--- src/rtl/cs_pkg.sv ---
`default_nettype none
// ----------------------------------------------------------------------------
// cs_pkg: shared constants and types of the cosine similarity unit
// Element, sum and datapath widths, and the job record passed from the
// accumulating front to the ratio back end.
// ----------------------------------------------------------------------------
package cs_pkg;

    // element and result widths
    localparam int ELEM_W  = 16;
    localparam int SIM_W   = 16;
    localparam int MAX_LEN = 4096;

    // running sums
    localparam int PROD_W = 2 * ELEM_W;
    localparam int DOT_W  = 44;
    localparam int NORM_W = 43;
    localparam int CNT_W  = $clog2(MAX_LEN + 2);

    // ratio search: quotient bits, odd candidate, wide products
    localparam int Q_W    = SIM_W;
    localparam int ODD_W  = Q_W + 1;
    localparam int SQ_W   = 2 * ODD_W;
    localparam int K_W    = $clog2(Q_W);
    localparam int MAG_W  = DOT_W;
    localparam int P_W    = 2 * NORM_W;
    localparam int MM_W   = 2 * MAG_W;
    localparam int WIDE_W = P_W + SQ_W;
    localparam int MB_W   = MAG_W;

    // job queue
    localparam int QDEPTH = 2;
    localparam int QPTR_W = $clog2(QDEPTH);
    localparam int QCNT_W = $clog2(QDEPTH + 1);

    // finished sums of one vector pair
    typedef struct packed {
        logic signed [DOT_W-1:0] dot;
        logic [NORM_W-1:0]       na;
        logic [NORM_W-1:0]       nb;
        logic                    too_long;
    } t_job;

endpackage
`default_nettype wire

--- src/rtl/cs_queue.sv ---
`default_nettype none
// ----------------------------------------------------------------------------
// cs_queue: job queue between front and back
// Small register fifo of finished vector sums.
// ----------------------------------------------------------------------------
module cs_queue import cs_pkg::*; (
    input  logic i_clk,
    input  logic i_rst_n,
    input  logic i_push,
    input  t_job i_job,
    output logic o_full,
    output logic o_valid,
    input  logic i_pop,
    output t_job o_job
);

    t_job              r_mem [QDEPTH];
    logic [QPTR_W-1:0] r_wr, r_rd;
    logic [QCNT_W-1:0] r_count;
    logic              w_push, w_pop;

    assign o_full  = r_count == QCNT_W'(QDEPTH);
    assign o_valid = r_count != '0;
    assign o_job   = r_mem[r_rd];
    assign w_push  = i_push && !o_full;
    assign w_pop   = i_pop && o_valid;

    // storage
    always_ff @(posedge i_clk) begin
        if (w_push) begin
            r_mem[r_wr] <= i_job;
        end
    end

    // pointers and fill count
    always_ff @(posedge i_clk) begin
        if (!i_rst_n) begin
            r_wr    <= '0;
            r_rd    <= '0;
            r_count <= '0;
        end else begin
            if (w_push) begin
                r_wr <= (r_wr == QPTR_W'(QDEPTH-1)) ? '0 : r_wr + 1'b1;
            end
            if (w_pop) begin
                r_rd <= (r_rd == QPTR_W'(QDEPTH-1)) ? '0 : r_rd + 1'b1;
            end
            r_count <= r_count + QCNT_W'(w_push) - QCNT_W'(w_pop);
        end
    end

`ifndef SYNTHESIS
    a_count_range: assert property (@(posedge i_clk) disable iff (!i_rst_n)
        r_count <= QCNT_W'(QDEPTH))
        else $error("queue count out of range");
    a_no_overflow: assert property (@(posedge i_clk) disable iff (!i_rst_n)
        i_push |-> !o_full)
        else $error("job pushed into full queue");
`endif

endmodule
`default_nettype wire

--- config.mk ---
export PLATFORM = sky130hd
export DESIGN_NAME = cs_queue
export DESIGN_NICKNAME = d
export VERILOG_FILES = /design/src/rtl/cs_pkg.sv /design/src/rtl/cs_queue.sv
export SDC_FILE = /design/constraint.sdc
export NUM_CORES = 1
export LEC_CHECK = 0
export ABC_AREA = 1
export BUFFER_PORTS_ARGS = -buffer_cell sky130_fd_sc_hd__buf_2
export CORE_UTILIZATION = 45
export CTS_CLUSTER_SIZE = 10
export DETAILED_ROUTE_END_ITERATION = 10
export PLACE_DENSITY = 0.73
export SYNTH_ARGS = -nofsm -noshare
export SYNTH_HDL_FRONTEND = slang
export SYNTH_SLANG_ARGS = --single-unit
--- constraint.sdc ---
create_clock -name i_clk -period 6.2 [get_ports i_clk]
set_input_delay 0.31 -clock i_clk [delete_from_list [all_inputs] [get_ports i_clk]]
set_output_delay 0.31 -clock i_clk [all_outputs]
set_load 0.03 [all_outputs]
==> impl_metrics.env <==
export IMPL_drv_slew=0
export IMPL_syn_instance_count=446
export IMPL_utilization_pct=63.3
export IMPL_syn_area_sq_um=10100
export IMPL_drtAntennaViolNets=0
export IMPL_yosysWarningCount=0
export IMPL_start_kind="flip-flop"
export IMPL_yosysMostFrequentCell="edfxtp_1"
export IMPL_drive_gt1_share_pct=49.3
export IMPL_clock_root_buffer="clkbuf_16"
export IMPL_min_period_over_period_pct=45.1
export IMPL_fin_cells=1171
export IMPL_grt_pass1_wl_microns=29200
export IMPL_htree_levels=1
export IMPL_layout_setup_ws_ps=3400
export IMPL_cts_resized=0
export IMPL_critical_path_required_ps=5890
export IMPL_synth_distinct_cells=13
export IMPL_multi_input_area_sq_um=1930
export IMPL_tritoncts_num_buffers=30
export IMPL_vias=5543
export IMPL_nFillCells=1533
export IMPL_register_area_sq_um=7970
export IMPL_setup_viol=0
export IMPL_drv_cap=0
export IMPL_overflow=0
export IMPL_slew_headroom_pct=28.5
export IMPL_grt_pass1_vias=5790
export IMPL_cts_num_sinks=267
export IMPL_p_leak_nw=5.44
export IMPL_synthFlopType="edfxtp_1"
export IMPL_gp_congestion=0.722
export IMPL_synth_fp_nets=583
export IMPL_ys_ff_latch=267
export IMPL_max_clock_freq_ghz=0.357
export IMPL_async_reset_ff_share_pct=0
export IMPL_coreArea_sq_um=21900
export IMPL_finalSetupTns_ps=0
export IMPL_status="finished clean"
export IMPL_cts_tree="done"
export IMPL_clock_latency_ps=530
export IMPL_diodes=0
export IMPL_rows=54
export IMPL_min_path_type="primary input to flip-flop"
export IMPL_hold_viol=0
export IMPL_yosysSeqAreaShare_pct=79.1
export IMPL_drt_iter0_drc=181
export IMPL_synth_edf_count=262
export IMPL_p_per_area_nw_per_um2=409
export IMPL_drc=0
export IMPL_reg2reg_setup_slack_ps=3780
export IMPL_period_minus_slack_ps=2800
export IMPL_clk_pin_slew_ps=50
export IMPL_crit_fanout=61
export IMPL_synth_avg_cell_area_sq_um=22.6
export IMPL_clock_skew_ps=9.95
export IMPL_placed_cells=984
export IMPL_avgRoutedWirePerCell_microns=17.1
export IMPL_endpoint_kind="primary output"
export IMPL_drt_pass1_iter_count=6
export IMPL_ir_drop_mv=0.241
export IMPL_synthToLayoutAreaGrowth_pct=37.6
export IMPL_io_buffers=267
export IMPL_die_area_sq_um=23000
export IMPL_rsz0062_at_grt="no"
export IMPL_worst_pin_slew_ps=1070
export IMPL_synth_top_area_share_pct=78.1
export IMPL_critPathKind="flip-flop to primary output"
export IMPL_ioPinCount=268
export IMPL_synthTopCellsByCount="edfxtp_1 (262), mux2_4 (90), mux2_2 (41), buf_6 (10)"
export IMPL_vias_per_cell=4.73
export IMPL_grt_max_degree=83
export IMPL_wirelength_microns=20000
export IMPL_antenna_found_initial=0
export IMPL_dieWidth_microns=152
export IMPL_p_total_mw=5.66
export IMPL_place_ws_ps=3720
export IMPL_cts_buffer_depth=3
export IMPL_die_height_microns=152
export IMPL_start_util_pct=46.0
export IMPL_final_nets=1004
export IMPL_worst_ep_arrival_time_ps=2490
export IMPL_yosysTopAreaCell="edfxtp_1"
export IMPL_synth_area_leaders="edfxtp_1 (78%), mux2_4 (13%), mux2_2 (4.6%)"
export IMPL_grt_util_all_layers_pct=16.5
export IMPL_dp_hpwl_microns=12200
## area by class of cell
cell class | instances | share of cell area [%]
multi-input combinational | 155 | 13.9
sequential | 267 | 57.5
clock buffer | 56 | 6.34
inverter | 9 | 0.280
timing repair buffer | 404 | 19.4
tap | 280 | 2.53
## what timing repair did
item,4_1_cts,5_1_grt
hold endpoints to repair,262,0
endpoints found under the setup margin,0,0
buffers inserted,0,0
hold buffers,131,0
## layer usage
metal	global-route usage [%]	wire length, microns	part of all wire, %
met5	0	0	0
met4	5.40	495	2.5
met3	3.65	1370	6.9
met1	19.0	7810	39
met2	30.4	10300	52
## cell usage in the layout, fill, tap and decap left out, drive strengths merged
cell / n
nor2: 8
nand3: 3
dfxtp: 5
ha: 2
clkbuf: 56
mux2: 131
dlygate4sd3: 131
nand2: 9
a21oi: 2
edfxtp: 262
buf: 273
inv: 9
## stage by stage
step	hold slack (ps)	cell area [sq um]
6_report	45.2	13900
3_5_place_dp	501	11700
4_1_cts	17.6	13900
2_1_floorplan	403	10100
3_3_place_gp	487	11700
5_1_grt	44.7	13900
## where the power goes
| part | switching, mW | leakage, nW | internal, mW |
|---|---|---|---|
| sequential | 0.0782 | 2.49 | 2.29 |
| clock | 0.628 | 0.418 | 0.940 |
| combinational | 1.06 | 2.53 | 0.666 |
## state kept, by name, summed over array words and instances (netlist names), named ones only
register and cells:
r_mem 262, r_count 2, r_rd 1, r_wr 1
## final timing paths
| kind | start | end | cells after the start |
|---|---|---|---|
| setup / recovery | flip-flop | o_job[22] | 3 |
| hold reg to reg | r_rd | flip-flop | 2 |
| hold / removal | i_rst_n | r_count[0] | 3 |
| setup reg to reg | r_count[0] | r_mem[1][75] | 5 |
## cells by family after synthesis
kind of cell | Yosys count | share of synthesized area, %
flip-flops | 267 | 79.1
buffers and inverters | 24 | 1.80
multiplexers | 131 | 18.0
AND/OR/NAND/NOR | 20 | 0.782
adder cells (fa/ha/maj) | 2 | 0.248
AO/OA/AOI/OAI | 2 | 0.0993
## worst max-delay path, cell delays in order, from the launching register on
cell and delay [ps]:
dfxtp_4 490, buf_4 830, mux2_2 420, buf_2 180
Power figures use the tool's default switching activity.
